===== config.mk =====
export PLATFORM = sky130hd
export DESIGN_NAME = ascon_permutation_unit
export DESIGN_NICKNAME = d
export VERILOG_FILES = /design/src/rtl/core/ascon_pkg.sv /design/src/rtl/core/ascon_permutation_unit.sv /design/src/rtl/core/ascon_ctrl.sv /design/src/rtl/core/ascon_datapath.sv
export SDC_FILE = /design/constraint.sdc
export NUM_CORES = 2
export LEC_CHECK = 0
export ABC_AREA = 1
export BUFFER_PORTS_ARGS = -buffer_cell sky130_fd_sc_hd__buf_2
export CAP_MARGIN = 0
export CORE_MARGIN = 3
export CORE_UTILIZATION = 25
export CTS_CLUSTER_DIAMETER = 80
export DETAILED_ROUTE_END_ITERATION = 8
export SLEW_MARGIN = 20
export SYNTH_ARGS = -nofsm -noshare
export SYNTH_HDL_FRONTEND = slang
export SYNTH_HIERARCHICAL = 1
export SYNTH_SLANG_ARGS = --single-unit
export TNS_END_PERCENT = 1

===== constraint.sdc =====
create_clock -name aclk -period 7.43 [get_ports aclk]
set_input_delay 0.3715 -clock aclk [delete_from_list [all_inputs] [get_ports aclk]]
set_output_delay 0.3715 -clock aclk [all_outputs]
set_load 0.03 [all_outputs]

===== src/rtl/core/ascon_pkg.sv =====
`timescale 1ns / 1ps
// ----------------------------------------------------------------------------
// ascon_pkg
// Shared types, round constants and the round function of the 320-bit
// Ascon-p permutation.
// ----------------------------------------------------------------------------
package ascon_pkg;

    localparam int unsigned WORD_W     = 64;
    localparam int unsigned NUM_WORDS  = 5;
    localparam int unsigned MAX_ROUNDS = 16;
    localparam int unsigned RCNT_W     = 5;
    localparam int unsigned RIDX_W     = 4;

    typedef logic [NUM_WORDS-1:0][WORD_W-1:0] state_t;

    // Round constants, indexed by 16 - rounds + round number
    localparam logic [7:0] RC_TABLE [MAX_ROUNDS] = '{
        8'h3c, 8'h2d, 8'h1e, 8'h0f, 8'hf0, 8'he1, 8'hd2, 8'hc3,
        8'hb4, 8'ha5, 8'h96, 8'h87, 8'h78, 8'h69, 8'h5a, 8'h4b
    };

    // Controller to datapath commands
    typedef struct packed {
        logic              load;      // capture a new input state
        logic              round;     // apply one round to the working state
        logic [RIDX_W-1:0] rc_idx;    // constant table entry for this round
        logic              out_load;  // move working state to output register
    } ascon_cmd_t;

    function automatic logic [WORD_W-1:0] rotr(input logic [WORD_W-1:0] v,
                                               input int unsigned amt);
        return (v >> amt) | (v << (WORD_W - amt));
    endfunction

    // One full round: constant addition, S-box layer, linear layer
    function automatic state_t ascon_round(input state_t s, input logic [7:0] rc);
        logic [WORD_W-1:0] a, b, c, d, e;
        logic [WORD_W-1:0] n0, n1, n2, n3, n4;
        state_t r;
        a = s[0];
        b = s[1];
        c = s[2] ^ {{(WORD_W-8){1'b0}}, rc};
        d = s[3];
        e = s[4];
        a = a ^ e;
        e = e ^ d;
        c = c ^ b;
        n0 = ~a & b;
        n1 = ~b & c;
        n2 = ~c & d;
        n3 = ~d & e;
        n4 = ~e & a;
        a = a ^ n1;
        b = b ^ n2;
        c = c ^ n3;
        d = d ^ n4;
        e = e ^ n0;
        b = b ^ a;
        a = a ^ e;
        d = d ^ c;
        c = ~c;
        r[0] = a ^ rotr(a, 19) ^ rotr(a, 28);
        r[1] = b ^ rotr(b, 61) ^ rotr(b, 39);
        r[2] = c ^ rotr(c, 1)  ^ rotr(c, 6);
        r[3] = d ^ rotr(d, 10) ^ rotr(d, 17);
        r[4] = e ^ rotr(e, 7)  ^ rotr(e, 41);
        return r;
    endfunction

endpackage


===== src/rtl/core/ascon_permutation_unit.sv =====
`timescale 1ns / 1ps
// ----------------------------------------------------------------------------
// ascon_permutation_unit
// Ascon-p permutation on a 320-bit state, one round per clock.
// ----------------------------------------------------------------------------
// An item is loaded, runs N rounds (N = rounds, 0..16), then moves to the output
// register; a single round unit is iterated, so a new item waits until it leaves.
// A new item is taken while the previous result still waits in the output.
// A finished state holds in the round register until the output is free.
// Reset (synchronous, active low) clears the controller and output valid;
// the state registers are not reset.
// ----------------------------------------------------------------------------
module ascon_permutation_unit
    import ascon_pkg::*;
(
    input  logic              aclk,
    input  logic              aresetn,
    input  logic              s_valid,
    output logic              s_ready,
    input  logic [WORD_W-1:0] s_word_in_0,
    input  logic [WORD_W-1:0] s_word_in_1,
    input  logic [WORD_W-1:0] s_word_in_2,
    input  logic [WORD_W-1:0] s_word_in_3,
    input  logic [WORD_W-1:0] s_word_in_4,
    input  logic [RCNT_W-1:0] s_round_count,
    output logic              m_valid,
    input  logic              m_ready,
    output logic [WORD_W-1:0] m_word_out_0,
    output logic [WORD_W-1:0] m_word_out_1,
    output logic [WORD_W-1:0] m_word_out_2,
    output logic [WORD_W-1:0] m_word_out_3,
    output logic [WORD_W-1:0] m_word_out_4
);

    ascon_cmd_t cmd;
    state_t     state_in;
    state_t     state_out;

    assign state_in = {s_word_in_4, s_word_in_3, s_word_in_2, s_word_in_1, s_word_in_0};

    ascon_ctrl u_ctrl (
        .aclk          (aclk),
        .aresetn       (aresetn),
        .s_valid       (s_valid),
        .s_ready       (s_ready),
        .s_round_count (s_round_count),
        .m_valid       (m_valid),
        .m_ready       (m_ready),
        .cmd           (cmd)
    );

    ascon_datapath u_datapath (
        .aclk      (aclk),
        .cmd       (cmd),
        .state_in  (state_in),
        .state_out (state_out)
    );

    assign m_word_out_0 = state_out[0];
    assign m_word_out_1 = state_out[1];
    assign m_word_out_2 = state_out[2];
    assign m_word_out_3 = state_out[3];
    assign m_word_out_4 = state_out[4];

    // Load, round and output load never overlap
    assert property (@(posedge aclk) disable iff (!aresetn)
        $onehot0({cmd.load, cmd.round, cmd.out_load}))
        else $error("datapath commands overlap");

    // No input transfer while rounds are in progress
    assert property (@(posedge aclk) disable iff (!aresetn)
        cmd.round |-> !s_ready)
        else $error("input ready during rounds");

    // A nonzero round count starts the round sequence next cycle
    assert property (@(posedge aclk) disable iff (!aresetn)
        (s_valid && s_ready && (s_round_count != '0)) |=> cmd.round)
        else $error("rounds did not start");

    // An output load always presents a result
    assert property (@(posedge aclk) disable iff (!aresetn)
        cmd.out_load |=> m_valid)
        else $error("result not presented after output load");

endmodule


===== src/rtl/core/ascon_ctrl.sv =====
`timescale 1ns / 1ps
// ----------------------------------------------------------------------------
// ascon_ctrl
// Round sequencer: accepts an item, steps the round counter, hands the
// finished state to the output register and tracks its valid flag.
// ----------------------------------------------------------------------------
module ascon_ctrl
    import ascon_pkg::*;
(
    input  logic              aclk,
    input  logic              aresetn,
    input  logic              s_valid,
    output logic              s_ready,
    input  logic [RCNT_W-1:0] s_round_count,
    output logic              m_valid,
    input  logic              m_ready,
    output ascon_cmd_t        cmd
);

    typedef enum logic [2:0] {
        ST_IDLE  = 3'b001,
        ST_RUN   = 3'b010,
        ST_DRAIN = 3'b100
    } ctrl_state_t;

    ctrl_state_t       state_reg, state_next;
    logic [RIDX_W-1:0] rc_idx_reg, rc_idx_next;
    logic              m_valid_reg, m_valid_next;
    logic [RCNT_W-1:0] rounds_sat;
    logic [RCNT_W-1:0] start_idx;
    logic              in_xfer;
    logic              out_load;

    // Saturate the round count and find the first table entry
    assign rounds_sat = (s_round_count > RCNT_W'(MAX_ROUNDS)) ? RCNT_W'(MAX_ROUNDS)
                                                               : s_round_count;
    assign start_idx  = RCNT_W'(MAX_ROUNDS) - rounds_sat;

    // Hold off input transfers while reset is asserted
    assign s_ready  = (state_reg == ST_IDLE) && aresetn;
    assign in_xfer  = s_valid && s_ready;
    assign out_load = (state_reg == ST_DRAIN) && (!m_valid_reg || m_ready);
    assign m_valid  = m_valid_reg;

    // Next-state logic
    always_comb begin
        state_next  = state_reg;
        rc_idx_next = rc_idx_reg;
        case (state_reg)
            ST_IDLE: begin
                if (in_xfer) begin
                    rc_idx_next = start_idx[RIDX_W-1:0];
                    state_next  = (rounds_sat == '0) ? ST_DRAIN : ST_RUN;
                end
            end
            ST_RUN: begin
                rc_idx_next = rc_idx_reg + 1'b1;
                if (rc_idx_reg == RIDX_W'(MAX_ROUNDS - 1)) begin
                    state_next = ST_DRAIN;
                end
            end
            ST_DRAIN: begin
                if (out_load) begin
                    state_next = ST_IDLE;
                end
            end
            default: begin
                state_next = ST_IDLE;
            end
        endcase
    end

    // Output valid: set on load, drop on transfer
    always_comb begin
        m_valid_next = m_valid_reg;
        if (out_load) begin
            m_valid_next = 1'b1;
        end else if (m_ready) begin
            m_valid_next = 1'b0;
        end
    end

    always_ff @(posedge aclk) begin
        if (!aresetn) begin
            state_reg   <= ST_IDLE;
            rc_idx_reg  <= '0;
            m_valid_reg <= 1'b0;
        end else begin
            state_reg   <= state_next;
            rc_idx_reg  <= rc_idx_next;
            m_valid_reg <= m_valid_next;
        end
    end

    // Drive datapath commands
    always_comb begin
        cmd.load     = in_xfer;
        cmd.round    = (state_reg == ST_RUN);
        cmd.rc_idx   = rc_idx_reg;
        cmd.out_load = out_load;
    end

endmodule


===== src/rtl/core/ascon_datapath.sv =====
`timescale 1ns / 1ps
// ----------------------------------------------------------------------------
// ascon_datapath
// Working state register with one round of logic, and the output register.
// ----------------------------------------------------------------------------
module ascon_datapath
    import ascon_pkg::*;
(
    input  logic       aclk,
    input  ascon_cmd_t cmd,
    input  state_t     state_in,
    output state_t     state_out
);

    state_t work_reg, work_next;
    state_t out_reg;

    // Load or advance the working state
    always_comb begin
        work_next = work_reg;
        if (cmd.load) begin
            work_next = state_in;
        end else if (cmd.round) begin
            work_next = ascon_round(work_reg, RC_TABLE[cmd.rc_idx]);
        end
    end

    always_ff @(posedge aclk) begin
        work_reg <= work_next;
        if (cmd.out_load) begin
            out_reg <= work_reg;
        end
    end

    assign state_out = out_reg;

endmodule

## Yosys cells after proc, flatten, opt, wreduce, memory -nomap -nowiden

Memory sizes are Yosys's and may differ from the RTL's.
Cells that the tools add are included.

| cells by class | value |
|---|---|
| bitwise operators | 44 |
| equality and inequality tests | 7 |
| div/mod/pow operators | 0 |
| muxes and demuxes | 14 |
| add/subtract/negate cells | 2 |
| $lt $le $gt $ge | 2 |
| $mul | 0 |
| shift operators | 0 |
| reductions and logical operators | 11 |

Operator list:

| operator | number |
|---|---|
| XOR 64 bit | 21 |
| 2-to-1 mux 320 bit | 2 |
| NOT 64 bit | 6 |
| AND 64 bit | 5 |
| bitwise OR 23 x 64 -> 64 bit | 1 |
| bitwise OR 25 x 64 -> 64 bit | 1 |
| bitwise OR 3 x 64 -> 64 bit | 1 |
| bitwise OR 36 x 64 -> 64 bit | 1 |
| bitwise OR 45 x 64 -> 64 bit | 1 |
| bitwise OR 47 x 64 -> 64 bit | 1 |
| bitwise OR 54 x 64 -> 64 bit | 1 |
| bitwise OR 57 x 64 -> 64 bit | 1 |
| bitwise OR 58 x 64 -> 64 bit | 1 |
| bitwise OR 63 x 64 -> 64 bit | 1 |
| XOR 64 x 8 -> 64 bit | 1 |
| 2-to-1 mux 8 bit | 2 |
| 2-to-1 mux 3 bit | 4 |
| case mux 3 bit (3 select lines) | 1 |
| case mux 4 bit (2 select lines) | 1 |
| != test 2 x 1 -> 1 bit (second input constant) | 3 |
| nonzero test 2 bit | 3 |
| greater-or-equal comparator 5 bit (second input constant) | 1 |
| greater-than comparator 5 bit (second input constant) | 1 |
| logical NOT 5 bit | 1 |
| other kinds (15) | 18 |

| storage, ports and cells | value |
|---|---|
| input port bits | 329 |
| bits in registers | 648 |
| bits in read-only memories | 128 |
| latch bits | 0 |
| memories | 1 |
| RAM bits | 0 |
| logic and storage cells | 94 |

Memory list:

| name | depth | width | read ports | clocked after Yosys merged registers in | write ports | line | source |
|---|---|---|---|---|---|---|---|
| (name not given) | 16 | 8 | 1 | 0 | 0 | ascon_datapath.sv:24 | `work_next = ascon_round(work_reg, RC_TABLE[cmd.rc_idx]);` |

## Depth between registers and ports, before layout

| depth | value |
|---|---|
| word-level depth | 15 |
| depth in mapped cells | 17 |
| gate-level depth less buffers | 17 |

## Modules after synthesis

The synthesis kept the hierarchy.

Modules (own cells, without submodules):

| module | instances | area an instance (um2) | cells an instance | seq. area each (um2) |
|---|---|---|---|---|
| ascon_datapath | 1 | 43297.8 | 5621 | 19218.4 |
| ascon_ctrl | 1 | 593.1 | 99 | 160.2 |

## Worst setup path before layout

OpenSTA, ideal clock, no wires.

| timing path | value |
|---|---|
| path type | register to register |
| from | reg u_ctrl.state_reg[0] |
| to | reg u_datapath/work_reg[0] in the netlist's numbering, enable pin |
| arrival | 5.060 ns |
| cell stages (with the launch flop) | 9 |
| setup time | 0.550 ns |
| slack | 1.820 ns |
| path buffers | 3 |
| cell sequence | dfxtp_1 > inv_1 > nor2_2 > nand4_2 > inv_1 > buf_4 > buf_2 > buf_2 > or2_2 |

| between the ends | value |
|---|---|
| longest elaborated chain between the ends | 4 |
| elaborated cells on any way between the ends | 5 |

RTL lines:

| item | line | source |
|---|---|---|
| start: declaration | ascon_ctrl.sv:26 | `ctrl_state_t state_reg, state_next;` |
| start signal: assignment | ascon_ctrl.sv:89 | `state_reg <= state_next;` |
| == test 3 x 1 -> 1 bit | ascon_ctrl.sv:40 | `assign s_ready = (state_reg == ST_IDLE) && aresetn;` |
| logical AND 1 bit | ascon_ctrl.sv:40 |  |
| logical AND 1 bit | ascon_ctrl.sv:41 | `assign in_xfer = s_valid && s_ready;` |
| net u_ctrl.in_xfer | ascon_ctrl.sv:31 | `logic in_xfer;` |
| nonzero test 2 bit (no line) | - |  |
| end signal: assignment | ascon_datapath.sv:29 | `work_reg <= work_next;` |
| end: declaration | ascon_datapath.sv:15 | `state_t work_reg, work_next;` |

The timed path passes the listed nets, and every way through them passes these cells.
A chain may end at the register's enable or synchronous reset.

==> flow_metrics.tcl <==
set metrics [dict create \
    fmaxAchievable_mhz 261.7 \
    grt_setup_unrepaired "false" \
    worstMarginPinSlew_ns 1.347 \
    gp_congestion 1.123 \
    ant_nets 0 \
    num_rows 153 \
    drt-vias-per-instance 5.106 \
    crit_type "flop to flop" \
    area_growth_pct 27.01 \
    async_flop_share_pct 0 \
    ys_ff_latch 648 \
    synth_cells 5720 \
    relSlewSlack_pct 9.883 \
    synthDistinctLibCells 39 \
    h-tree-depth 3 \
    worstSetupStartpointType "flop" \
    die_area_um2 180600 \
    final_nets 7150 \
    die_w_um 425 \
    postCtsHoldBufs 258 \
    clock_path_buffers 3 \
    drt_iter0_drc 5932 \
    synth-edff-count 640 \
    end_kind "flop" \
    tns_ns 0 \
    drtPass1Iterations 8 \
    period_share_pct 51.43 \
    numClockSinks 648 \
    antenna_found_initial 31 \
    cts_made_buffers 88 \
    start_util_pct 25.20 \
    crit_required_ns 7.93 \
    min_path_type "input port to flop" \
    final.setup_skew_ns 0.06134 \
    post-route-util_pct 32.00 \
    ys.flop_type "edfxtp_1" \
    clk-insertion-delay-late_ns 0.76 \
    syn_area_um2 43890 \
    cp_data_arrival_time_ns 4.32 \
    postCtsResizedCells 0 \
    layout-drive-gt1-share_pct 14.43 \
    seq_area_frac_synth_pct 44.15 \
    clk_pin_slew_ns 0.06 \
    overflow 0 \
    synth.avg_cell_area_um2 7.673 \
    grtUsageTotal_pct 30.89 \
    grt_pass1_vias 42330 \
    status "complete, no violations" \
    cp_max_fo 5 \
    syn_nets 6179 \
    period_needed_ns 3.822 \
    ys_warn_count 6 \
    detail_route.wl_per_cell_um 31.79 \
    post_cts_buffers 0 \
    slew_violations 0 \
    drc 0 \
    nFillCells 18430 \
    hold_viol_final 0 \
    drt_wl_total_mm 289.3 \
    cts_tree "yes" \
    num_io_pins 651 \
    grt_pass1_wl_mm 372.3 \
    setup_viol 0 \
    core_area_um2 174200 \
    dp_hpwl_mm 240.8 \
    grt_max_degree 147 \
    max-cap-violations 0 \
    dieHeight_um 425 \
    cts_root_buffer "clkbuf_16" \
    vias 46460 \
    port_buffers 650 \
]
-- kinds of logic (layout without fill, tap and decap cells) --
group           count (synthesis)  in the layout  share of synthesized area, %
flops                         648            648                         44.15
xor+xnor                      424            424                         9.564
other cells                     0             11                             0
buf+inv                       675           1718                         5.887
fa+ha+maj                     130            130                         3.706
simple gates                 3604           3604                         33.50
compound gates                239            239                         3.196
-- cell usage after synthesis, types with 11 or more instances --
cell type	count	area, um^2
nand2_1	2656	9970
nand3_1	842	4214
edfxtp_1	640	19220
inv_1	588	2207
xor2_1	223	1953
xnor2_1	144	1261
ha_1	130	1627
o21ai_0	119	595.6
nor2_1	67	251.5
clkbuf_1	56	210.2
xnor2_2	46	748.2
a21oi_1	43	215.2
a21oi_2	26	227.7
a31oi_1	25	156.4
nand2_2	18	112.6
inv_2	13	48.80
nand3b_1	11	82.58
-- per-stage QoR --
step | instances | area, um^2 | hold slack [ns] | setup WS, ns
6_report | 9099 | 55740 | 0.03881 | 3.608
5_1_grt | 9088 | 55720 | 0.03561 | 3.736
4_1_cts | 9088 | 55710 | 0.001417 | 3.735
3_5_place_dp | 8668 | 50200 | 0.4568 | 3.743
3_3_place_gp | 8668 | 50190 | 0.4396 | 3.694
2_1_floorplan | 5720 | 43890 | 0.4264 | 1.820
-- path summary, 6_finish.rpt --
path / start / endpoint / slack (ns) / cells past startpoint
setup / recovery: u_datapath/work_reg[284] / u_datapath/work_reg[210] / 3.61 / 9
hold / removal: s_word_in_1[56] / u_datapath/work_reg[120] / 0.04 / 3
setup reg to reg: u_datapath/work_reg[284] / u_datapath/work_reg[210] / 3.61 / 9
hold reg to reg: u_datapath/work_reg[215] / u_datapath/state_out[215] / 0.46 / 0
-- cell usage in the layout, fill, tap and decap left out, types with 42 or more instances in the layout --
cell type      Yosys  final
nand2_1         2656   2656
nand3_1          842    842
buf_2              8    650
edfxtp_1         640    640
inv_1            588    587
dlygate4sd3_1      0    258
xor2_1           223    221
xnor2_1          144    142
ha_1             130    130
o21ai_0          119    119
clkbuf_16          0     89
nor2_1            67     67
xnor2_2           46     48
a21oi_1           43     42
-- layout make-up --
cell class / count / area (um^2) / share of cell area (%)
antenna: 11 / 27.53 / 0.04938
inverter: 602 / 2275 / 4.081
clock buffer: 102 / 2286 / 4.101
tap: 2325 / 2909 / 5.219
multi-input combinational: 4397 / 21970 / 39.42
sequential: 648 / 19380 / 34.76
clock inverter: 60 / 640.6 / 1.149
timing repair buffer: 954 / 6256 / 11.22
-- worst max-delay path, stage by stage, from the launching register on --
cell and delay (ns):
edfxtp_1 0.65, ha_1 0.31, xnor2_1 0.76, inv_1 0.35, xor2_1 0.78, nand2_1 0.15
nand2_1 0.10, nand2_1 0.05, nand3_1 0.30, nand2_1 0.08
-- per-layer routing --
metal | vias up | track usage [%] | wire length, um
met5 | - | 0 | 37
met4 | 6 | 21.40 | 23350
met3 | 589 | 5.285 | 23440
met2 | 2756 | 47.57 | 126500
met1 | 22600 | 39.36 | 116000
li1 | 20510 | - | -
Power is left out: the tool's default activity adds up to more than one toggle a clock period on the data nets, which glitch-free logic cannot reach.
